### src/rtl/assert_macros.svh
// Assertion macros for the change-of-value filter.
// Used by the top level; expects clock and reset in scope.
`ifndef ASSERT_MACROS_SVH
`define ASSERT_MACROS_SVH
`ifndef SYNTHESIS
`define PCV_ASSERT(label, prop) \
   label: assert property (@(posedge clock) disable iff (reset) prop) \
      else $error("property violated");
`define PCV_ASSERT_NEVER(label, expr) \
   label: assert property (@(posedge clock) disable iff (reset) !(expr)) \
      else $error("forbidden condition seen");
`else
`define PCV_ASSERT(label, prop)
`define PCV_ASSERT_NEVER(label, expr)
`endif
`endif

### src/rtl/pcv_pkg.sv
// Shared types and codes for the change-of-value filter.
// No dependencies.
`timescale 1ns / 1ps
package pcv_pkg;

   localparam logic [1:0] CMD_LOAD   = 2'd0;
   localparam logic [1:0] CMD_UPDATE = 2'd1;
   localparam logic [1:0] CMD_CLEAR  = 2'd2;

   localparam logic [2:0] KIND_BOOL   = 3'd0;
   localparam logic [2:0] KIND_DOUBLE = 3'd1;
   localparam logic [2:0] KIND_INT16  = 3'd2;
   localparam logic [2:0] KIND_UINT32 = 3'd3;
   localparam logic [2:0] KIND_FIXED  = 3'd4;

   localparam logic [2:0] REG_VALUE_KIND      = 3'd0;
   localparam logic [2:0] REG_DEADBAND_ENABLE = 3'd1;
   localparam logic [2:0] REG_DEADBAND_HUND   = 3'd2;
   localparam logic [2:0] REG_OFFLINE_INT     = 3'd3;
   localparam logic [2:0] REG_OFFLINE_TRACK   = 3'd4;
   localparam logic [2:0] REG_POINTS_IN_USE   = 3'd5;
   localparam logic [2:0] REG_QUALITY_KEPT    = 3'd6;

   localparam logic [13:0] DEADBAND_SCALE = 14'd10000;
   localparam logic [9:0]  MS_PER_S       = 10'd1000;
   localparam logic [32:0] FIXED_TOL_LSB  = 33'd6;

   typedef struct packed {
      logic [2:0]  value_kind;
      logic        deadband_enable;
      logic [13:0] deadband_hundredths;
      logic [15:0] offline_interval_s;
      logic        offline_tracking;
      logic [6:0]  points_in_use;
      logic        quality_kept;
   } pcv_cfg_type;

   typedef struct packed {
      logic capture;
      logic scan;
      logic sweep;
      logic sweep_all;
      logic load_wr;
      logic calc;
      logic mul;
      logic decide;
      logic finish;
   } pcv_cmd_type;

   typedef struct packed {
      logic match;
      logic exhausted;
      logic sweep_last;
      logic out_free;
   } pcv_sts_type;

endpackage

### src/rtl/pcv_ctrl.sv
// Controller state machine of the change-of-value filter.
// Depends on pcv_pkg; drives the datapath through command and status structs.
`timescale 1ns / 1ps
module pcv_ctrl (
   input  logic                 clock,
   input  logic                 reset,
   input  logic                 req_valid,
   input  logic [1:0]           req_command,
   output logic                 req_stall,
   input  pcv_pkg::pcv_sts_type sts,
   output pcv_pkg::pcv_cmd_type cmd
);

   localparam logic [3:0] ST_INIT   = 4'd0;
   localparam logic [3:0] ST_IDLE   = 4'd1;
   localparam logic [3:0] ST_LOAD   = 4'd2;
   localparam logic [3:0] ST_CLEAR  = 4'd3;
   localparam logic [3:0] ST_SCAN   = 4'd4;
   localparam logic [3:0] ST_READ   = 4'd5;
   localparam logic [3:0] ST_CALC   = 4'd6;
   localparam logic [3:0] ST_MUL    = 4'd7;
   localparam logic [3:0] ST_DECIDE = 4'd8;
   localparam logic [3:0] ST_DONE   = 4'd9;

   logic [3:0] state_ff;
   logic [3:0] state_in;

   assign req_stall = (state_ff != ST_IDLE);

   always_comb begin
      state_in = state_ff;
      cmd      = '0;
      case (state_ff)
         ST_INIT: begin
            // zero value, quality and send-time stores after reset
            cmd.sweep     = 1'b1;
            cmd.sweep_all = 1'b1;
            if (sts.sweep_last) begin
               state_in = ST_IDLE;
            end
         end
         ST_IDLE: begin
            if (req_valid) begin
               cmd.capture = 1'b1;
               case (req_command)
                  pcv_pkg::CMD_LOAD:   state_in = ST_LOAD;
                  pcv_pkg::CMD_UPDATE: state_in = ST_SCAN;
                  pcv_pkg::CMD_CLEAR:  state_in = ST_CLEAR;
                  default:             state_in = ST_DONE;
               endcase
            end
         end
         ST_LOAD: begin
            cmd.load_wr = 1'b1;
            state_in    = ST_DONE;
         end
         ST_CLEAR: begin
            cmd.sweep = 1'b1;
            if (sts.sweep_last) begin
               state_in = ST_DONE;
            end
         end
         ST_SCAN: begin
            cmd.scan = 1'b1;
            if (sts.match) begin
               state_in = ST_READ;
            end else if (sts.exhausted) begin
               state_in = ST_DONE;
            end
         end
         ST_READ: begin
            state_in = ST_CALC;
         end
         ST_CALC: begin
            cmd.calc = 1'b1;
            state_in = ST_MUL;
         end
         ST_MUL: begin
            cmd.mul  = 1'b1;
            state_in = ST_DECIDE;
         end
         ST_DECIDE: begin
            cmd.decide = 1'b1;
            state_in   = ST_DONE;
         end
         ST_DONE: begin
            // hold until the output register frees up
            if (sts.out_free) begin
               cmd.finish = 1'b1;
               state_in   = ST_IDLE;
            end
         end
         default: begin
            state_in = ST_IDLE;
         end
      endcase
   end

   always_ff @(posedge clock) begin
      if (reset) begin
         state_ff <= ST_INIT;
      end else begin
         state_ff <= state_in;
      end
   end

endmodule

### config.mk
export PLATFORM = sky130hd
export DESIGN_NAME = pcv_ctrl
export DESIGN_NICKNAME = d
export VERILOG_FILES = /design/src/rtl/assert_macros.svh /design/src/rtl/pcv_pkg.sv /design/src/rtl/pcv_ctrl.sv
export SDC_FILE = /design/constraint.sdc
export NUM_CORES = 1
export LEC_CHECK = 0
export BUFFER_PORTS_ARGS = -buffer_cell sky130_fd_sc_hd__buf_2
export CORE_AREA = 5 5 42 44
export DETAILED_ROUTE_END_ITERATION = 8
export DIE_AREA = 0 0 47 49
export GPL_ROUTABILITY_DRIVEN = 0
export RECOVER_POWER = 100
export SYNTH_ARGS = -nofsm -noshare
export SYNTH_HDL_FRONTEND = slang
export SYNTH_SLANG_ARGS = --single-unit
### constraint.sdc
create_clock -name clock -period 1.3 [get_ports clock]
set_clock_uncertainty 0.1 [all_clocks]
set_input_delay 0.13 -clock clock [delete_from_list [all_inputs] [get_ports clock]]
set_output_delay 0.13 -clock clock [all_outputs]
set_load 0.01 [all_outputs]
**Word level (Yosys, flattened, before mapping)**

Index checks and enable logic that the tools add are counted.

- Output and inout port bits: 10
- Register bits after elaboration: 4
- Input port bits: 9
- Logic and storage cells: 42

- Muxes and demuxes: 19
- Equality and inequality tests: 17
- Reductions and logical operators: 5

Operators with widths:

| operator | number |
|---|---|
| $pmux W4 S9 | 1 |
| $mux W4 | 6 |
| $eq A4 B3 Y1 const B | 4 |
| $pmux W4 S3 | 1 |
| $mux W1 | 11 |
| $eq A4 B2 Y1 const B | 2 |
| $eq A4 B4 Y1 const B | 2 |
| $ne A2 B2 Y1 const B | 4 |
| $reduce_and A5 Y1 | 1 |
| $eq A4 B1 Y1 const B | 1 |
| $logic_not A4 Y1 | 1 |
| $ne A4 B1 Y1 const B | 1 |
| $reduce_or A2 Y1 | 2 |
| $ne A3 B3 Y1 const B | 1 |
| $eq A2 B1 Y1 const B | 1 |
| $eq A2 B2 Y1 const B | 1 |
| $logic_not A2 Y1 | 1 |

**Longest topological paths before layout**

Gate-level depths: netlist of the first run.

- Depth in word-level cells: 4
- Mapped depth: 6
- Mapped depth without buffers: 4

**Worst setup path after synthesis of the first run**

No wires, ideal clock.

- Path type: register to register
- From: register state_ff[0]
- To: register state_ff[3]
- Period minus slack after synthesis: 1.398 ns
- Data arrival time: 1.167 ns
- Stages on the path, launching flop included: 7
- Slack: -0.098 ns
- Path buffers: 2
- Data required time: 1.069 ns
- Library setup time: 0.131 ns
- Path through: dfxtp_1 > buf_6 > or2_1 > buf_6 > o31ai_4 > o31a_4 > o41ai_1

- Cells in the longest elaborated chain, start to end: 3
- Elaborated cells on any way between the ends: 18
- Classes of those cells: 14 x eq/ne; 1 x mux; 3 x reduce/logical

Ends and longest elaborated chain:

| item | RTL line | text |
|---|---|---|
| from (decl) | pcv_ctrl.sv:25 | `logic [3:0] state_ff;` |
| from (signal assigned) | pcv_ctrl.sv:103 | `state_ff <= state_in;` |
| $eq A4 B4 Y1 (tied with other cells) | pcv_ctrl.sv:33 | `case (state_ff)` |
| $reduce_or A2 Y1 (no source line) (tied with other cells) | n/a |  |
| $pmux W4 S9 or $reduce_and A5 Y1 (tied branches) | n/a |  |

Parallel ways exist; a longest one is shown, timed or not.
A chain may end at the register's enable or synchronous reset.

==> impl_metrics.tcl, run 1 <==
set metrics [dict create \
    status "finished with violations" \
    failed_checks "negative setup slack" \
    timing.fmax_mhz 688 \
    seqPwrFrac_pct 26.7 \
    die_width_um 47 \
    worst_ep_arrival_time_ps 1220 \
    layout_min_cycle_time_ps 1450 \
    syn-cell-area_um2 448 \
    finalMaxSlewViolations 0 \
    power.switching_w 0.000158 \
    worst_slew_margin_rel_pct 79.9 \
    synth_area_per_cell_um2 7.59 \
    synth.top_cell.area_share_pct 17.9 \
    total_clock_buffers_created_by_cts 3 \
    clock_insertion_delay_worst_skew_ps 230 \
    detailed_place_hpwl_um 1040 \
    initial_utilization_pct 32.0 \
    ys_seq_elements 4 \
    die_y_um 49 \
    layout.filler_cells 116 \
    final.period_utilization_pct 112 \
    power.share.switching_pct 31.8 \
    route.vias.total 579 \
    grt_first_pass_wirelength_um 2480 \
    via_count_of_the_first_global_routing_pass 566 \
    post_route_cells_drive_above_1_share_pct 69.4 \
    clk_pin_slew_worst_paths_ps 40 \
    largest_register_ffs 4 \
    max-vdd-ir-drop_v 0.000292 \
    synth.yosys.seq_area_share_pct 17.9 \
    fp.coreArea_mm2 0.00140 \
    hold_viol_final 0 \
    number_of_nets_still_failing_antenna_checks_after_routing 0 \
    setup_violations 14 \
    post-route-util_pct 64.6 \
    cell_taking_the_most_area_after_synthesis "dfxtp_1" \
    antenna_found_initial 0 \
    hold_path.class "input pin to register" \
    register_with_the_most_flip_flops "state_ff" \
    whs_ps 116 \
    synthCells 59 \
    place.port_buffers 18 \
    root_buffer "clkbuf_4" \
    setup.worst_path.start_class "register" \
    synthToLayoutAreaGrowth_pct 102 \
    viasPerCell 5.08 \
    maxCapViolCount 0 \
    fp.dieArea_mm2 0.00230 \
    power.clock.fraction_pct 30.3 \
    yosys-top-cells-area "dfxtp_1 (18%), nand2b_1 (8.4%), buf_6 (7.5%)" \
    clock_tree.htree_level_count 1 \
    row_count 14 \
    cellInternalPower_w 0.000339 \
    cts_tree "built" \
    design_power_total_w 0.000497 \
    synth_cell_type_count 28 \
    ctsHoldBuffers 0 \
    critPathCaptureType "output port" \
    wl_per_cell_um 14.6 \
    top_regs "state_ff x4" \
    unrepaired_setup_endpoints_after_global_routing "true" \
    synth_flop_cell "dfxtp_1" \
    critical_path_required_ps 1070 \
    clock_sink_count 4 \
    drc 0 \
    synth_edf_count 0 \
    final_nets 109 \
    groute.usage.overall_pct 14.9 \
    warning_count_from_the_yosys_run 0 \
    critPathMaxFanout 4 \
    worst_pin_slew_ps 297 \
    combinational_share_of_power_pct 43.0 \
    grt_overflow_total 0 \
    cts_max_path_buffers 2 \
    dp_worst_setup_slack_ps -212 \
    setup.worst_path.class "register to output port" \
    ys_async_sr_fraction_pct 0 \
    num_io_pins 19 \
    drtPass1Iterations 4 \
    num_antenna_cells 0 \
    power_per_cell_area_mw_per_mm2 549 \
    postLayoutSetupSlackWorst_ps -153 \
    grt_start_max_net_pins 9 \
    leakagePower_nw 0.431 \
    first_iter_violations 7 \
    syn_nets 68 \
    postRouteWirelength_um 1660 \
]
[placed cells by master (no fill, tap or decap), types with 3 or more instances in the layout]
cell type / Yosys / final
o21ai_0: 4 / 3
buf_2: 1 / 15
buf_4: 0 / 10
nor2_4: 0 / 4
nand2b_4: 0 / 3
clkbuf_4: 0 / 3
dfxtp_4: 0 / 4
nand2_1: 3 / 3
nand2b_1: 6 / 3
buf_6: 3 / 15
[per-layer routing]
layer | wire length [µm] | part of all wire, % | GRT usage [%]
met5 | 0 | 0 | 0
met4 | 5 | 0.30 | 8.29
met1 | 698 | 42 | 18.8
met3 | 99 | 5.9 | 2.21
met2 | 860 | 52 | 23.1
[repair_timing]
action	CTS	global route
pin swaps	14	4
buffers inserted	10	3
setup endpoints to repair	14	14
resized for setup	32	14
[kinds of logic (layout without fill, tap and decap cells)]
kind of cell | Yosys count | count (layout) | share of synthesized area, %
and+or+nand+nor | 29 | 29 | 36.6
AOI/OAI and AO/OA | 19 | 19 | 34.4
DFF | 4 | 4 | 17.9
buffers and inverters | 7 | 46 | 11.2
[power by group through the flow]
stage	registers (W)	logic, W	clock network, W
5_1_grt	0.000134	0.000230	0.000162
2_1_floorplan	0.000133	0.0000924	0
3_5_place_dp	0.000142	0.000132	0
6_report	0.000133	0.000214	0.000150
3_3_place_gp	0.000141	0.000129	0
4_1_cts	0.000133	0.000196	0.000160
[cell type report]
cell class              instances  area, µm²  area share [%]
well taps                      16       20.0            2.21
clock buffers                   3       22.5            2.49
flip-flops and latches          4       95.1            10.5
repair buffers                 41        339            37.5
multi-input cells              48        420            46.5
inverters                       2       7.51           0.830
[final timing paths]
path          startpoint  slack (ps)          end  depth (start not counted)
max reg2reg  state_ff[1]        -130  state_ff[1]                          4
max          state_ff[1]        -150       cmd[5]                          4
min               sts[1]         120  state_ff[1]                          3
min reg2reg  state_ff[3]         590  state_ff[1]                          3
[stage by stage]
stage | TNS [ps] | instances | cell area [µm²]
detailed placement | -1050 | 98 | 603
global placement | -761 | 98 | 603
global route | -1980 | 114 | 905
finish | -1330 | 114 | 905
CTS | -1310 | 111 | 818
floorplan | -338 | 59 | 448
[cells in the mapped netlist (2+ instances only)]
cell type,count
nand2_1,3
buf_6,3
inv_1,2
nand2b_1,6
a21oi_1,4
nor3_1,4
nor2_1,8
dfxtp_1,4
o22ai_1,2
o21ai_0,4
a211o_1,2
[critical path, stage by stage, from the launching register on]
cell,delay [ps]
dfxtp_4,350
or2_4,270
buf_6,140
nor3_2,90
buf_2,150
Note: power is estimated with default switching activity, not from simulation.
==> run 2, diff against run 1 <==
Settings changed: CTS_BUF_LIST from default to sky130_fd_sc_hd__clkbuf_8.
==> impl_metrics.tcl, run 2 (synthesis results as in run 1) <==
set metrics [dict create \
    finalInstanceArea_um2 908 \
    top_regs "state_ff x4" \
    power_per_cell_area_mw_per_mm2 673 \
    dpl_cell_area_um2 603 \
    total_clock_buffers_created_by_cts 3 \
    die_y_um 49 \
    register_with_the_most_flip_flops "state_ff" \
    worst_slew_margin_rel_pct 79.3 \
    failed_checks "negative setup slack" \
    status "finished with violations" \
    layout_min_cycle_time_ps 1430 \
    setup_violations 13 \
    critPathCaptureType "register" \
    grt_first_pass_wirelength_um 2520 \
    leakagePower_nw 0.417 \
    clock_tree.htree_level_count 1 \
    grt_start_max_net_pins 9 \
    clk_pin_slew_worst_paths_ps 30 \
    cts_max_path_buffers 2 \
    number_of_nets_still_failing_antenna_checks_after_routing 0 \
    place.port_buffers 18 \
    root_buffer "clkbuf_8" \
    viasPerCell 5.18 \
    worst_pin_slew_ps 306 \
    grt_overflow_total 0 \
    groute.usage.overall_pct 15.0 \
    largest_register_ffs 4 \
    cts_tree "built" \
    final.period_utilization_pct 110 \
    row_count 14 \
    route.vias.total 575 \
    layout.cells.most_common_list "buf_2 (15), buf_6 (13), buf_4 (8), nor2_1 (4), dfxtp_4 (4)" \
    hold_path.class "input pin to register" \
    maxCapViolCount 0 \
    max-vdd-ir-drop_v 0.000535 \
    final_nets 106 \
    setup_tns_ps -1150 \
    postLayoutSetupSlackWorst_ps -130 \
    fp.coreArea_mm2 0.00140 \
    ctsHoldBuffers 0 \
    finalMaxSlewViolations 0 \
    antenna_found_initial 0 \
    layoutNonFillerInstCount 111 \
    timing.fmax_mhz 699 \
    critPathMaxFanout 7 \
    initial_utilization_pct 32.0 \
    postRouteWirelength_um 1640 \
    first_iter_violations 0 \
    hold_viol_final 0 \
    hold_depth 2 \
    r2r_cells 5 \
    synthToLayoutAreaGrowth_pct 103 \
    via_count_of_the_first_global_routing_pass 571 \
    setup.worst_path.start_class "register" \
    die_width_um 47 \
    detailed_place_hpwl_um 1040 \
    setup.worst_path.class "register to register" \
    post-route-util_pct 64.8 \
    num_antenna_cells 0 \
    worst_ep_arrival_time_ps 1440 \
    critical_path_required_ps 1310 \
    clock_insertion_delay_worst_skew_ps 220 \
    wl_per_cell_um 14.8 \
    fp.dieArea_mm2 0.00230 \
    numPlacedInstances 98 \
    num_io_pins 19 \
    most_common_cell_after_layout_fill_and_taps_aside "buf_2" \
    unrepaired_setup_endpoints_after_global_routing "true" \
    post_route_cells_drive_above_1_share_pct 69.5 \
    clock_sink_count 4 \
    drc 0 \
    drtPass1Iterations 1 \
]
run 2: layout make-up:
class	instances	area, µm²
Sequential cell	4	95.1
Clock buffer	3	41.3
Inverter	2	7.51
Fill cell	120	493
Multi-Input combinational cell	48	428
Tap cell	16	20.0
Timing Repair Buffer	38	317
run 2: where the power goes:
part           internal [W]  switching (W)
registers          0.000124     0.00000912
logic              0.000119       0.000100
clock network      0.000197      0.0000618
total              0.000440       0.000171
run 2: path summary, 6_finish.rpt:
kind / slack, ps / startpoint / end
max: -130 / state_ff[0] / state_ff[3]
min reg2reg: 600 / state_ff[3] / state_ff[1]
min: 140 / reset / state_ff[3]
max reg2reg: -130 / state_ff[0] / state_ff[3]
run 2: routing by layer:
metal	part of all wire (%)	track usage [%]
met5	0	0
met4	1.0	6.91
met3	5.6	3.69
met2	53	23.5
met1	40	18.5
run 2: repair_timing:
action	CTS	global route
pin swaps	11	5
cloned	0	0
setup endpoints to repair	14	14
setup buffers	10	0
resized for setup	31	16
run 2: per-stage QoR:
| step | hold WS, ps | power, W | setup WS [ps] |
|---|---|---|---|
| floorplan | 132 | 0.000225 | -97.5 |
| global placement | 331 | 0.000270 | -159 |
| detailed placement | 340 | 0.000274 | -212 |
| CTS | 103 | 0.000591 | -106 |
| global route | 147 | 0.000649 | -179 |
| finish | 141 | 0.000611 | -130 |
run 2: worst max-delay path, stage by stage (launching register included):
cell and delay, ps:
dfxtp_4 360, buf_6 120, nand2_4 80, nor3_2 50
o31a_4 350, o41ai_4 270
