[config.mk]
export PLATFORM = sky130hd
export DESIGN_NAME = pcv_csr
export DESIGN_NICKNAME = d
export VERILOG_FILES = /design/src/rtl/assert_macros.svh /design/src/rtl/pcv_pkg.sv /design/src/rtl/pcv_csr.sv
export SDC_FILE = /design/constraint.sdc
export NUM_CORES = 1
export LEC_CHECK = 0
export CAP_MARGIN = 10
export CORE_AREA = 5 5 61 63
export CTS_CLUSTER_DIAMETER = 60
export DETAILED_ROUTE_END_ITERATION = 6
export DIE_AREA = 0 0 66 68
export DONT_BUFFER_PORTS = 1
export GPL_TIMING_DRIVEN = 0
export PLACE_DENSITY = 0.74
export SKIP_LAST_GASP = 1
export SYNTH_ARGS = -nofsm -noshare
export SYNTH_HDL_FRONTEND = slang
export SYNTH_SLANG_ARGS = --single-unit
[constraint.sdc]
create_clock -name clock -period 1.6 [get_ports clock]
set_input_delay 0.32 -clock clock [delete_from_list [all_inputs] [get_ports clock]]
set_output_delay 0.32 -clock clock [all_outputs]
set_load 0.02 [all_outputs]
[src/rtl/assert_macros.svh]
// Assertion macros for the change-of-value filter.
// Used by the top level; expects clock and reset in scope.
`ifndef ASSERT_MACROS_SVH
`define ASSERT_MACROS_SVH
`ifndef SYNTHESIS
`define PCV_ASSERT(label, prop) \
   label: assert property (@(posedge clock) disable iff (reset) prop) \
      else $error("property violated");
`define PCV_ASSERT_NEVER(label, expr) \
   label: assert property (@(posedge clock) disable iff (reset) !(expr)) \
      else $error("forbidden condition seen");
`else
`define PCV_ASSERT(label, prop)
`define PCV_ASSERT_NEVER(label, expr)
`endif
`endif

[src/rtl/pcv_pkg.sv]
// Shared types and codes for the change-of-value filter.
// No dependencies.
`timescale 1ns / 1ps
package pcv_pkg;

   localparam logic [1:0] CMD_LOAD   = 2'd0;
   localparam logic [1:0] CMD_UPDATE = 2'd1;
   localparam logic [1:0] CMD_CLEAR  = 2'd2;

   localparam logic [2:0] KIND_BOOL   = 3'd0;
   localparam logic [2:0] KIND_DOUBLE = 3'd1;
   localparam logic [2:0] KIND_INT16  = 3'd2;
   localparam logic [2:0] KIND_UINT32 = 3'd3;
   localparam logic [2:0] KIND_FIXED  = 3'd4;

   localparam logic [2:0] REG_VALUE_KIND      = 3'd0;
   localparam logic [2:0] REG_DEADBAND_ENABLE = 3'd1;
   localparam logic [2:0] REG_DEADBAND_HUND   = 3'd2;
   localparam logic [2:0] REG_OFFLINE_INT     = 3'd3;
   localparam logic [2:0] REG_OFFLINE_TRACK   = 3'd4;
   localparam logic [2:0] REG_POINTS_IN_USE   = 3'd5;
   localparam logic [2:0] REG_QUALITY_KEPT    = 3'd6;

   localparam logic [13:0] DEADBAND_SCALE = 14'd10000;
   localparam logic [9:0]  MS_PER_S       = 10'd1000;
   localparam logic [32:0] FIXED_TOL_LSB  = 33'd6;

   typedef struct packed {
      logic [2:0]  value_kind;
      logic        deadband_enable;
      logic [13:0] deadband_hundredths;
      logic [15:0] offline_interval_s;
      logic        offline_tracking;
      logic [6:0]  points_in_use;
      logic        quality_kept;
   } pcv_cfg_type;

   typedef struct packed {
      logic capture;
      logic scan;
      logic sweep;
      logic sweep_all;
      logic load_wr;
      logic calc;
      logic mul;
      logic decide;
      logic finish;
   } pcv_cmd_type;

   typedef struct packed {
      logic match;
      logic exhausted;
      logic sweep_last;
      logic out_free;
   } pcv_sts_type;

endpackage

[src/rtl/pcv_csr.sv]
// Configuration registers of the change-of-value filter.
// Depends on pcv_pkg.
`timescale 1ns / 1ps
module pcv_csr (
   input  logic                clock,
   input  logic                reset,
   input  logic                csr_valid,
   output logic                csr_ready,
   input  logic [2:0]          csr_index,
   input  logic [15:0]         csr_wdata,
   output pcv_pkg::pcv_cfg_type cfg
);

   pcv_pkg::pcv_cfg_type cfg_ff;
   pcv_pkg::pcv_cfg_type cfg_in;

   assign csr_ready = 1'b1;

   always_comb begin
      cfg_in = cfg_ff;
      if (csr_valid) begin
         case (csr_index)
            pcv_pkg::REG_VALUE_KIND:      cfg_in.value_kind          = csr_wdata[2:0];
            pcv_pkg::REG_DEADBAND_ENABLE: cfg_in.deadband_enable     = csr_wdata[0];
            pcv_pkg::REG_DEADBAND_HUND:   cfg_in.deadband_hundredths = csr_wdata[13:0];
            pcv_pkg::REG_OFFLINE_INT:     cfg_in.offline_interval_s  = csr_wdata;
            pcv_pkg::REG_OFFLINE_TRACK:   cfg_in.offline_tracking    = csr_wdata[0];
            pcv_pkg::REG_POINTS_IN_USE:   cfg_in.points_in_use       = csr_wdata[6:0];
            pcv_pkg::REG_QUALITY_KEPT:    cfg_in.quality_kept        = csr_wdata[0];
            default: cfg_in = cfg_ff;
         endcase
      end
   end

   always_ff @(posedge clock) begin
      if (reset) begin
         cfg_ff <= '0;
      end else begin
         cfg_ff <= cfg_in;
      end
   end

   assign cfg = cfg_ff;

endmodule

Word level (Yosys, flattened, before mapping)
Cells that the tools add are included.
{ "word_totals": {"out_inout_bits": 44, "latch_bits": 0, "inputBits": 22, "register_bits": 43, "mem_count": 0, "romBits": 0, "ramBits": 0} }
{ "classes": {"n_mux": 0, "n_addsub": 0, "magnitude_cmp": 0, "multipliers": 0, "shift": 0, "n_div": 0, "n_bitwise": 0, "reduce_logical": 8, "n_eq_ne": 6} }
{ "op_table": {"columns": ["operator", "count"], "rows": [
  ["2-bit AND reduction", 7],
  ["3-bit equality test (second input constant)", 3],
  ["3-bit by 2-bit equality test with 1-bit output (second input constant)", 2],
  ["3-bit by 1-bit equality test with 1-bit output (second input constant)", 1],
  ["3-bit logical NOT", 1]
]} }

Longest topological paths before layout
Gate-level depths: netlist of run 1.
{ "logic_depth": {"word_depth": 2, "depth_mapped": 4} }

Least setup slack after synthesis of run 1
No wires, ideal clock.
{ "synth_timing": {"path_type": "input to register", "from": "input port csr_index[0]", "to": "register cfg_ff, in the netlist cfg[40]", "path_stages": 3, "slack_ns": 0.403, "n_path_buf": 1, "setup_time_ns": 0.125, "arrival_time_ns": 1.071, "required_time_ns": 1.475, "path_cell_list": "or4b_1 buf_2 mux2i_1"} }
{ "synth_via": {"elab_chain_cells": 2} }
{ "synth_lines": {"columns": ["item", "line_no", "text"], "rows": [
  ["start: declaration", "pcv_csr.sv:9", "input logic [2:0] csr_index,"],
  ["3-bit logical NOT", "pcv_csr.sv:22", "case (csr_index)"],
  ["2-bit AND reduction (no line)", null, null],
  ["end signal: assignment", "pcv_csr.sv:39", "cfg_ff <= cfg_in;"],
  ["end: declaration", "pcv_csr.sv:14", "pcv_pkg::pcv_cfg_type cfg_ff;"]
]} }
Every way passes these cells.
A chain may end at the register's enable or synchronous reset.

Worst setup path after layout of run 1
{ "layout_timing": {"from": "register cfg_ff, in the netlist cfg[15]", "to": "output port cfg[15] (netlist name)"} }
{ "layout_lines": {"columns": ["item", "line_no", "text"], "rows": [
  ["end: declaration", "pcv_csr.sv:11", "output pcv_pkg::pcv_cfg_type cfg"]
]} }
No word-level cell between the ends.

==> impl_metrics.env, run 1 <==
export IMPL_arrival_ps=850
export IMPL_cts_buffer_depth=2
export IMPL_drive_gt1_frac=0.0867
export IMPL_async_reset_ff_frac=0
export IMPL_fin_crit_sh=0.730
export IMPL_power_frac_clock=0.298
export IMPL_first_global_vias=1234
export IMPL_netlist_area_leader_share=0.477
export IMPL_seq_power_share=0.635
export IMPL_hold_path_end="cfg[23]$_SDFFE_PP0P_"
export IMPL_antenna_found_initial=0
export IMPL_tns_ps=0
export IMPL_syn_inst=166
export IMPL_cp_max_fo=2
export IMPL_wl_mm=3.79
export IMPL_p_sw_frac=0.243
export IMPL_fin_util=0.603
export IMPL_status="finished, final reports clean"
export IMPL_grt_ovfl_total=0
export IMPL_drc_errors=0
export IMPL_initial_utilization=0.567
export IMPL_grt_max_degree=13
export IMPL_clock_latency_ps=350
export IMPL_setup_violations_final=0
export IMPL_drt_pass1_iterations=2
export IMPL_wire_per_inst_um=17.3
export IMPL_critPathKind="register to output pin"
export IMPL_max_freq_ghz=0.856
export IMPL_place_hpwl_mm=2.85
export IMPL_use_met3=0.0952
export IMPL_regToRegSetupSlack_ps=790
export IMPL_p_leak_nw=0.814
export IMPL_drt_vias_per_instance=5.25
export IMPL_hold_path_class="input port to register"
export IMPL_yosysWarningCount=0
export IMPL_place_ws_ps=201
export IMPL_syn_area_sq_mm=0.00180
export IMPL_coreArea_sq_mm=0.00318
export IMPL_die_w_um=66
export IMPL_power_density_mw_per_mm2=936
export IMPL_fin_crit_ps=1170
export IMPL_num_io_pins=66
export IMPL_place_area_sq_mm=0.00186
export IMPL_yosysMostFrequentCell="nand2b_1"
export IMPL_row_count=21
export IMPL_fin_ws_ps=431
export IMPL_final_setup_skew_ps=0
export IMPL_syn_num_nets=188
export IMPL_r2r_start="cfg[0]$_SDFFE_PP0P_"
export IMPL_synth_area_per_cell_sq_um=10.9
export IMPL_grt_use_met1=0.196
export IMPL_drt_iter0_markers=36
export IMPL_ir_worst_vdd_uv=510
export IMPL_netlist_cell_type_count=14
export IMPL_gp_congestion=0.679
export IMPL_synth_top_area_cell="dfxtp_1"
export IMPL_grt_pass1_wl_mm=6.02
export IMPL_dieArea_sq_mm=0.00449
export IMPL_ys_seq_area_frac=0.477
export IMPL_grtUsageMet2=0.314
export IMPL_timing_rr_end="cfg[0]$_SDFFE_PP0P_"
export IMPL_cts_repair_resized=0
export IMPL_grt_use_total=0.183
export IMPL_rsz0062_at_grt="false"
export IMPL_start_kind="register"
export IMPL_die_h_um=68
export IMPL_p_comb_frac=0.068
export IMPL_switching_power_mw=0.436
export IMPL_cts_buffers=5
export IMPL_worstPathRequired_ps=1280
export IMPL_drv_cap=0
export IMPL_drv_slew=0
export IMPL_synth_flop_cell="dfxtp_1"
export IMPL_cts_hold_buf=0
export IMPL_cts_tree="built"
export IMPL_busiest_layer="met2"
export IMPL_synth_common_cells="nand2b_1 (59), dfxtp_1 (43), mux2i_1 (43)"
export IMPL_intPower_mw=1.36
export IMPL_fillers=269
export IMPL_nNetsFinal=195
export IMPL_synth_edf_count=0
export IMPL_post_cts_buffers=0
export IMPL_largest_reg_flops=43
export IMPL_htree_levels=2
export IMPL_via_count=1149
export IMPL_cts_sinks=43
export IMPL_synthTopCellsByArea="dfxtp_1 (48%), mux2i_1 (24%), nand2b_1 (20%)"
export IMPL_crit_path_end_kind="output pin"
export IMPL_ant_nets=0
export IMPL_clk_pin_slew_ps=120
export IMPL_io_buffer_count=0
export IMPL_worstHoldPathCells=2
export IMPL_ys_ff_latch=43
export IMPL_areaGrowthSynthToFinish_pct=6.31
export IMPL_final_area_sq_mm=0.00192
export IMPL_diodes=0
export IMPL_r2r_cells=2
export IMPL_finalHoldViolCount=0
export IMPL_min_from="csr_wdata[14]"
export IMPL_root_buffer="clkbuf_4"
[power groups by stage]
stage / sequential (mW) / clock [mW] / combinational (mW)
2_1_floorplan: 1.16 / 0 / 0.0994
3_3_place_gp: 1.16 / 0 / 0.119
3_5_place_dp: 1.16 / 0 / 0.124
4_1_cts: 1.14 / 0.556 / 0.124
5_1_grt: 1.14 / 0.609 / 0.135
6_report: 1.14 / 0.535 / 0.121
[worst max path at each step]
stage                         startpoint                    to  slack [ps]  cells after the start
floorplan                   csr_index[0]  cfg[40]$_SDFFE_PP0P_         400                      3
global route        cfg[27]$_SDFFE_PP0P_               cfg[27]         380                      0
global placement                   reset  cfg[14]$_SDFFE_PP0P_         280                      4
finish              cfg[15]$_SDFFE_PP0P_               cfg[15]         430                      0
CTS                  cfg[0]$_SDFFE_PP0P_                cfg[0]         410                      0
detailed placement                 reset  cfg[16]$_SDFFE_PP0P_         200                      4
[stage by stage]
stage | hold WS (ps) | std cells | total power [mW]
floorplan | 475 | 166 | 1.26
global placement | 480 | 212 | 1.28
detailed placement | 494 | 212 | 1.29
CTS | 109 | 219 | 1.82
global route | 104 | 219 | 1.89
finish | 119 | 219 | 1.80
[cells by family (layout without fill, tap and decap cells)]
logic type	count (synthesis)	in the layout	synth area share
simple gates	66	66	0.244
other cells	1	1	0.00208
flops	43	43	0.477
mux	43	43	0.239
buf+inv	13	20	0.0381
[metal layers]
metal / up-vias / routed length (um) / share of wire
met5: - / 0 / 0
met4: 0 / 46 / 0.012
met3: 8 / 383 / 0.10
met2: 40 / 1890 / 0.50
met1: 538 / 1470 / 0.39
li1: 563 / - / -
[area by class of cell]
cell class	count	area [sq um]	area share
Clock buffer	6	51.3	0.0267
Sequential cell	43	861	0.449
Clock inverter	1	5.00	0.00261
Multi-Input combinational cell	110	875	0.456
Buffer	13	68.8	0.0359
Tap cell	46	57.6	0.0300
[cells in the final DEF (no fill, tap or decap), drive strengths merged]
master and count:
and4b 1, and4bb 1, buf 7, clkbuf 12
clkinv 1, conb 1, dfxtp 43, mux2i 43
nand2b 59, nand4b 2, nand4bb 1, nor4bb 1
or4b 1
Power figures use the tool's default switching activity.
==> run 2, diff against run 1 <==
--- a/config.mk
+++ b/config.mk
@@ -5,14 +5,15 @@
 export SDC_FILE = /design/constraint.sdc
 export NUM_CORES = 1
 export LEC_CHECK = 0
+export ABC_AREA = 1
 export CAP_MARGIN = 10
-export CORE_AREA = 5 5 61 63
+export CORE_AREA = 5 5 64 66
 export CTS_CLUSTER_DIAMETER = 60
 export DETAILED_ROUTE_END_ITERATION = 6
-export DIE_AREA = 0 0 66 68
+export DIE_AREA = 0 0 69 71
 export DONT_BUFFER_PORTS = 1
 export GPL_TIMING_DRIVEN = 0
-export PLACE_DENSITY = 0.74
+export PLACE_DENSITY = 0.71
 export SKIP_LAST_GASP = 1
 export SYNTH_ARGS = -nofsm -noshare
 export SYNTH_HDL_FRONTEND = slang
==> constraint.sdc (replaced) <==
create_clock -name clock -period 1 [get_ports clock]
set_input_delay 0.2 -clock clock [delete_from_list [all_inputs] [get_ports clock]]
set_output_delay 0.2 -clock clock [all_outputs]
set_load 0.02 [all_outputs]
==> run 2 against run 1 <==
Against the previous run:
- count of clock-buffer cells in the layout unchanged
- critical endpoint is now cfg[39]
- global-route usage increased by 0.27 points
- die area increased by 9.2%
- cell count increased by 47%
- via count increased by 38%
- synthesized cell count increased by 60%
==> impl_metrics.env, run 2 <==
export IMPL_first_global_vias=1512
export IMPL_p_leak_nw=0.901
export IMPL_layout_commonest_cell="nor2_1"
export IMPL_start_kind="register"
export IMPL_multi_input_area_sq_um=785
export IMPL_largest_reg_flops=43
export IMPL_ant_nets=0
export IMPL_ys_seq_area_frac=0.473
export IMPL_p_comb_frac=0.104
export IMPL_cts_buffers=5
export IMPL_final_cell_mix="nor2_1 (86), nand2_1 (48), nand3_1 (43)"
export IMPL_synthTopCellsByArea="dfxtp_1 (47%), nor2_1 (18%), nand3_1 (12%)"
export IMPL_drive_gt1_frac=0.249
export IMPL_synth_flop_cell="dfxtp_1"
export IMPL_yosysMostFrequentCell="nor2_1"
export IMPL_drt_vias_per_instance=4.95
export IMPL_netlist_cell_type_count=17
export IMPL_hold_path_class="input port to register"
export IMPL_initial_utilization=0.517
export IMPL_wire_per_inst_um=13.2
export IMPL_synth_top_area_cell="dfxtp_1"
export IMPL_grt_max_degree=13
export IMPL_syn_area_sq_mm=0.00182
export IMPL_place_hpwl_mm=3.16
export IMPL_yosysWarningCount=0
export IMPL_row_count=22
export IMPL_fin_crit_sh=0.969
export IMPL_setup_violations_final=0
export IMPL_areaGrowthSynthToFinish_pct=11.3
export IMPL_diodes=0
export IMPL_gp_congestion=0.822
export IMPL_synth_area_per_cell_sq_um=6.85
export IMPL_arrival_ps=770
export IMPL_drt_iter0_markers=72
export IMPL_worst_pin_slew_ps=498
export IMPL_cts_sinks=43
export IMPL_status="finished, final reports clean"
export IMPL_die_h_um=71
export IMPL_power_frac_clock=0.282
export IMPL_grt_pass1_wl_mm=7.31
export IMPL_drv_slew=0
export IMPL_synth_common_cells="nor2_1 (86), nand2_1 (48), dfxtp_1 (43), nand3_1 (43), inv_1 (19)"
export IMPL_ir_worst_vdd_uv=648
export IMPL_cts_buffer_depth=2
export IMPL_critPathKind="register to output pin"
export IMPL_wl_mm=4.25
export IMPL_rsz0062_at_grt="true"
export IMPL_num_io_pins=66
export IMPL_fin_crit_ps=969
export IMPL_coreArea_sq_mm=0.00352
export IMPL_cts_tree="built"
export IMPL_nNetsFinal=295
export IMPL_grt_ovfl_total=0
export IMPL_regArea_sq_um=950
export IMPL_final_setup_skew_ps=0
export IMPL_whs_ps=58.6
export IMPL_finalHoldViolCount=0
export IMPL_drv_cap=0
export IMPL_ys_ff_latch=43
export IMPL_seq_power_share=0.614
export IMPL_clk_pin_slew_ps=120
export IMPL_switching_power_mw=0.853
export IMPL_fillers=397
export IMPL_async_reset_ff_frac=0
export IMPL_worstPathRequired_ps=800
export IMPL_die_w_um=69
export IMPL_drc_errors=0
export IMPL_slew_headroom=0.667
export IMPL_post_cts_buffers=0
export IMPL_netlist_area_leader_share=0.473
export IMPL_dieArea_sq_mm=0.00490
export IMPL_root_buffer="clkbuf_4"
export IMPL_p_sw_frac=0.280
export IMPL_syn_num_nets=288
export IMPL_cp_max_fo=2
export IMPL_clock_latency_ps=350
export IMPL_htree_levels=2
export IMPL_intPower_mw=2.19
export IMPL_finalPower_mw=3.05
export IMPL_io_buffer_count=0
export IMPL_cts_hold_buf=0
export IMPL_via_count=1588
export IMPL_crit_path_end_kind="output pin"
export IMPL_antenna_found_initial=0
export IMPL_synth_edf_count=0
export IMPL_syn_inst=266
export IMPL_max_freq_ghz=1.03
export IMPL_regToRegSetupSlack_ps=310
export IMPL_grt_use_total=0.186
export IMPL_drt_pass1_iterations=4
export IMPL_power_density_mw_per_mm2=1500
run 2: cell types whose count changed after synthesis, sizes merged, moves of 22 or more:
cell	before	now
inv	0	22
nand2b	59	0
nand2	0	49
nor2	0	91
mux2i	43	0
nand3	0	43
run 2: stage by stage:
step                      setup slack [ps]   util  instances  cell area [sq um]  setup TNS (ps)
final                                 30.7  0.575        321               2030               0
after global routing                 -13.1  0.575        321               2030           -28.1
after CTS                             13.5  0.565        321               1990               0
after detailed placement             -18.0  0.534        314               1880            -126
after global placement               -17.5  0.534        314               1880            -242
after floorplan                       85.3      -        266               1820               0
run 2: cell families after synthesis:
group                  count (synthesis)  share of synthesized area
AOI/OAI and AO/OA                      3                    0.00824
and+or+nand+nor                      183                      0.420
other                                  1                    0.00206
DFF                                   43                      0.473
buffers and inverters                 36                     0.0968
run 2: timing repair:
action / CTS / global route
gates resized for setup: 43 / 14
gates cloned: 0 / 0
endpoints found under the hold margin: 0 / 0
endpoints found under the setup margin: 43 / 15
run 2: final cells by class:
class / count / area share
clock inverter: 1 / 0.00247
multi-input combinational: 187 / 0.387
inverter: 23 / 0.0426
clock buffer: 6 / 0.0253
sequential: 43 / 0.469
buffer: 13 / 0.0444
tap: 48 / 0.0296
run 2: worst paths after layout:
| kind | from | end | depth (start not counted) |
|---|---|---|---|
| hold / removal | csr_wdata[14] | cfg[23]$_SDFFE_PP0P_ | 4 |
| setup / recovery | cfg[39]$_SDFFE_PP0P_ | cfg[39] | 0 |
| setup reg to reg | cfg[0]$_SDFFE_PP0P_ | cfg[0]$_SDFFE_PP0P_ | 2 |
| hold reg to reg | cfg[37]$_SDFFE_PP0P_ | cfg[37]$_SDFFE_PP0P_ | 2 |
run 2: power by group through the flow:
| stage | Combinational [mW] | Clock, mW | Sequential (mW) |
|---|---|---|---|
| global route | 0.372 | 0.975 | 1.88 |
| finish | 0.316 | 0.858 | 1.87 |
| floorplan | 0.258 | 0 | 1.91 |
| CTS | 0.317 | 0.885 | 1.90 |
| global placement | 0.311 | 0 | 1.93 |
| detailed placement | 0.315 | 0 | 1.93 |
run 2: per-layer routing:
metal	up-vias	routed length [um]	global-route usage	part of all wire
met2	53	1980	0.291	0.47
met3	6	448	0.102	0.11
met1	703	1750	0.218	0.41
li1	826	-	-	-
met5	-	0	0	0
met4	0	64	0.0586	0.015
==> run 3, diff against run 2 <==
--- a/config.mk
+++ b/config.mk
@@ -7,13 +7,15 @@
 export LEC_CHECK = 0
 export ABC_AREA = 1
 export CAP_MARGIN = 10
-export CORE_AREA = 5 5 64 66
+export CELL_PAD_IN_SITES_DETAIL_PLACEMENT = 1
+export CELL_PAD_IN_SITES_GLOBAL_PLACEMENT = 1
+export CORE_AREA = 5 5 76 78
 export CTS_CLUSTER_DIAMETER = 60
 export DETAILED_ROUTE_END_ITERATION = 6
-export DIE_AREA = 0 0 69 71
+export DIE_AREA = 0 0 81 83
 export DONT_BUFFER_PORTS = 1
 export GPL_TIMING_DRIVEN = 0
-export PLACE_DENSITY = 0.71
+export PLACE_DENSITY_LB_ADDON = 0.1
 export SKIP_LAST_GASP = 1
 export SYNTH_ARGS = -nofsm -noshare
 export SYNTH_HDL_FRONTEND = slang
==> run 3 against run 2 <==
Against the previous run:
- sequential power hardly changed
- fmax is 0.76% higher
- cell area is 0.49% lower
- worst setup slack better by 7.3 ps
- critical path type unchanged
- highest routed layer unchanged
==> impl_metrics.env, run 3 (synthesis gave the netlist of run 2 again) <==
export IMPL_diodes=0
export IMPL_layout_commonest_cell="nor2_1"
export IMPL_post_cts_buffers=0
export IMPL_nNetsFinal=295
export IMPL_hold_path_class="input port to register"
export IMPL_startpoint="cfg[32]$_SDFFE_PP0P_"
export IMPL_io_buffer_count=0
export IMPL_start_kind="register"
export IMPL_num_io_pins=66
export IMPL_final_cell_mix="nor2_1 (86), nand2_1 (48), nand3_1 (43)"
export IMPL_drt_pass1_iterations=4
export IMPL_intPower_mw=2.51
export IMPL_coreArea_sq_mm=0.00501
export IMPL_power_density_mw_per_mm2=1690
export IMPL_worst_pin_slew_ps=544
export IMPL_row_count=26
export IMPL_regToRegSetupSlack_ps=260
export IMPL_antenna_found_initial=0
export IMPL_slew_headroom=0.636
export IMPL_drc_errors=0
export IMPL_timing_rr_end="cfg[32]$_SDFFE_PP0P_"
export IMPL_fin_crit_ps=962
export IMPL_worstHoldPathCells=4
export IMPL_areaGrowthSynthToFinish_pct=10.7
export IMPL_critPathKind="register to output pin"
export IMPL_ant_nets=0
export IMPL_hold_path_end="cfg[23]$_SDFFE_PP0P_"
export IMPL_seq_power_share=0.553
export IMPL_arrival_ps=760
export IMPL_drive_gt1_frac=0.113
export IMPL_finalHoldViolCount=0
export IMPL_fillers=671
export IMPL_tns_ps=0
export IMPL_root_buffer="clkbuf_8"
export IMPL_dieArea_sq_mm=0.00672
export IMPL_die_h_um=83
export IMPL_largest_reg_flops=43
export IMPL_drt_vias_per_instance=4.67
export IMPL_status="finished, final reports clean"
export IMPL_rsz0062_at_grt="false"
export IMPL_wl_mm=4.84
export IMPL_first_global_vias=1623
export IMPL_wire_per_inst_um=14.1
export IMPL_worstPathRequired_ps=800
export IMPL_grt_max_degree=13
export IMPL_gp_congestion=0.731
export IMPL_fin_crit_sh=0.962
export IMPL_cts_tree="built"
export IMPL_max_freq_ghz=1.04
export IMPL_setup_violations_final=0
export IMPL_grt_pass1_wl_mm=7.98
export IMPL_final_setup_skew_ps=0
export IMPL_drt_iter0_markers=59
export IMPL_r2r_cells=2
export IMPL_ir_worst_vdd_uv=687
export IMPL_cts_buffers=5
export IMPL_switching_power_mw=0.900
export IMPL_drv_slew=0
export IMPL_finalPower_mw=3.41
export IMPL_grt_use_total=0.153
export IMPL_power_frac_clock=0.352
export IMPL_clk_pin_slew_ps=80
export IMPL_via_count=1605
export IMPL_grt_ovfl_total=0
export IMPL_crit_path_end_kind="output pin"
export IMPL_p_comb_frac=0.095
export IMPL_p_sw_frac=0.264
export IMPL_clock_latency_ps=290
export IMPL_place_hpwl_mm=3.75
export IMPL_cts_sinks=43
export IMPL_die_w_um=81
export IMPL_cts_buffer_depth=2
export IMPL_p_leak_nw=0.897
export IMPL_drv_cap=0
export IMPL_htree_levels=2
export IMPL_cp_max_fo=2
export IMPL_initial_utilization=0.364
export IMPL_r2r_start="cfg[32]$_SDFFE_PP0P_"
export IMPL_min_from="csr_wdata[14]"
run 3: cell types whose count changed in the layout (fill, tap and decap cells not counted), sizes merged:
cell	delta
clkinv	-1
clkbuf	+2
run 3: cell type report:
class,instances,area (sq um),share of cell area
clock buffer,8,100,0.0496
tap,70,87.6,0.0434
sequential,43,868,0.431
multi-input combinational,187,785,0.389
inverter,23,86.3,0.0428
buffer,13,90.1,0.0447
run 3: how the worst max path moves through the flow:
stage	to	cells past startpoint
2_1_floorplan	cfg[31]$_SDFFE_PP0P_	6
3_3_place_gp	cfg[19]$_SDFFE_PP0P_	6
3_5_place_dp	cfg[32]$_SDFFE_PP0P_	6
4_1_cts	cfg[0]	0
5_1_grt	cfg[32]	0
6_report	cfg[32]	0
run 3: repair_timing:
action                     in CTS  in global routing
gates resized for setup         0                  6
setup endpoints to repair       0                  6
hold buffers                    0                  0
run 3: per-layer routing:
metal | vias to the layer above | GRT usage | share of wire
li1 | 823 | - | -
met3 | 7 | 0.0628 | 0.095
met4 | 0 | 0.0461 | 0.014
met5 | - | 0 | 0
met1 | 727 | 0.174 | 0.40
met2 | 48 | 0.259 | 0.49
run 3: stage by stage:
step	worst slack, ps	hold WS, ps	util	instance area, sq um	std cells
detailed placement	-71.7	443	0.381	1910	336
global placement	-58.5	441	0.381	1910	336
floorplan	85.3	420	-	1820	266
global route	0.721	145	0.403	2020	344
finish	38.1	130	0.403	2020	344
CTS	7.52	120	0.401	2010	344
run 3: worst register-to-register path: cells and delay by family (launching register included):
kind / cells / cell delay (ps)
AND/OR/NAND/NOR: 2 / 200
flip-flops: 1 / 470
run 3: power by group through the flow:
| stage | clock network (mW) | logic [mW] | registers (mW) |
|---|---|---|---|
| 2_1_floorplan | 0 | 0.258 | 1.91 |
| 3_3_place_gp | 0 | 0.327 | 1.93 |
| 3_5_place_dp | 0 | 0.332 | 1.93 |
| 4_1_cts | 1.27 | 0.332 | 1.89 |
| 5_1_grt | 1.34 | 0.377 | 1.90 |
| 6_report | 1.20 | 0.323 | 1.89 |
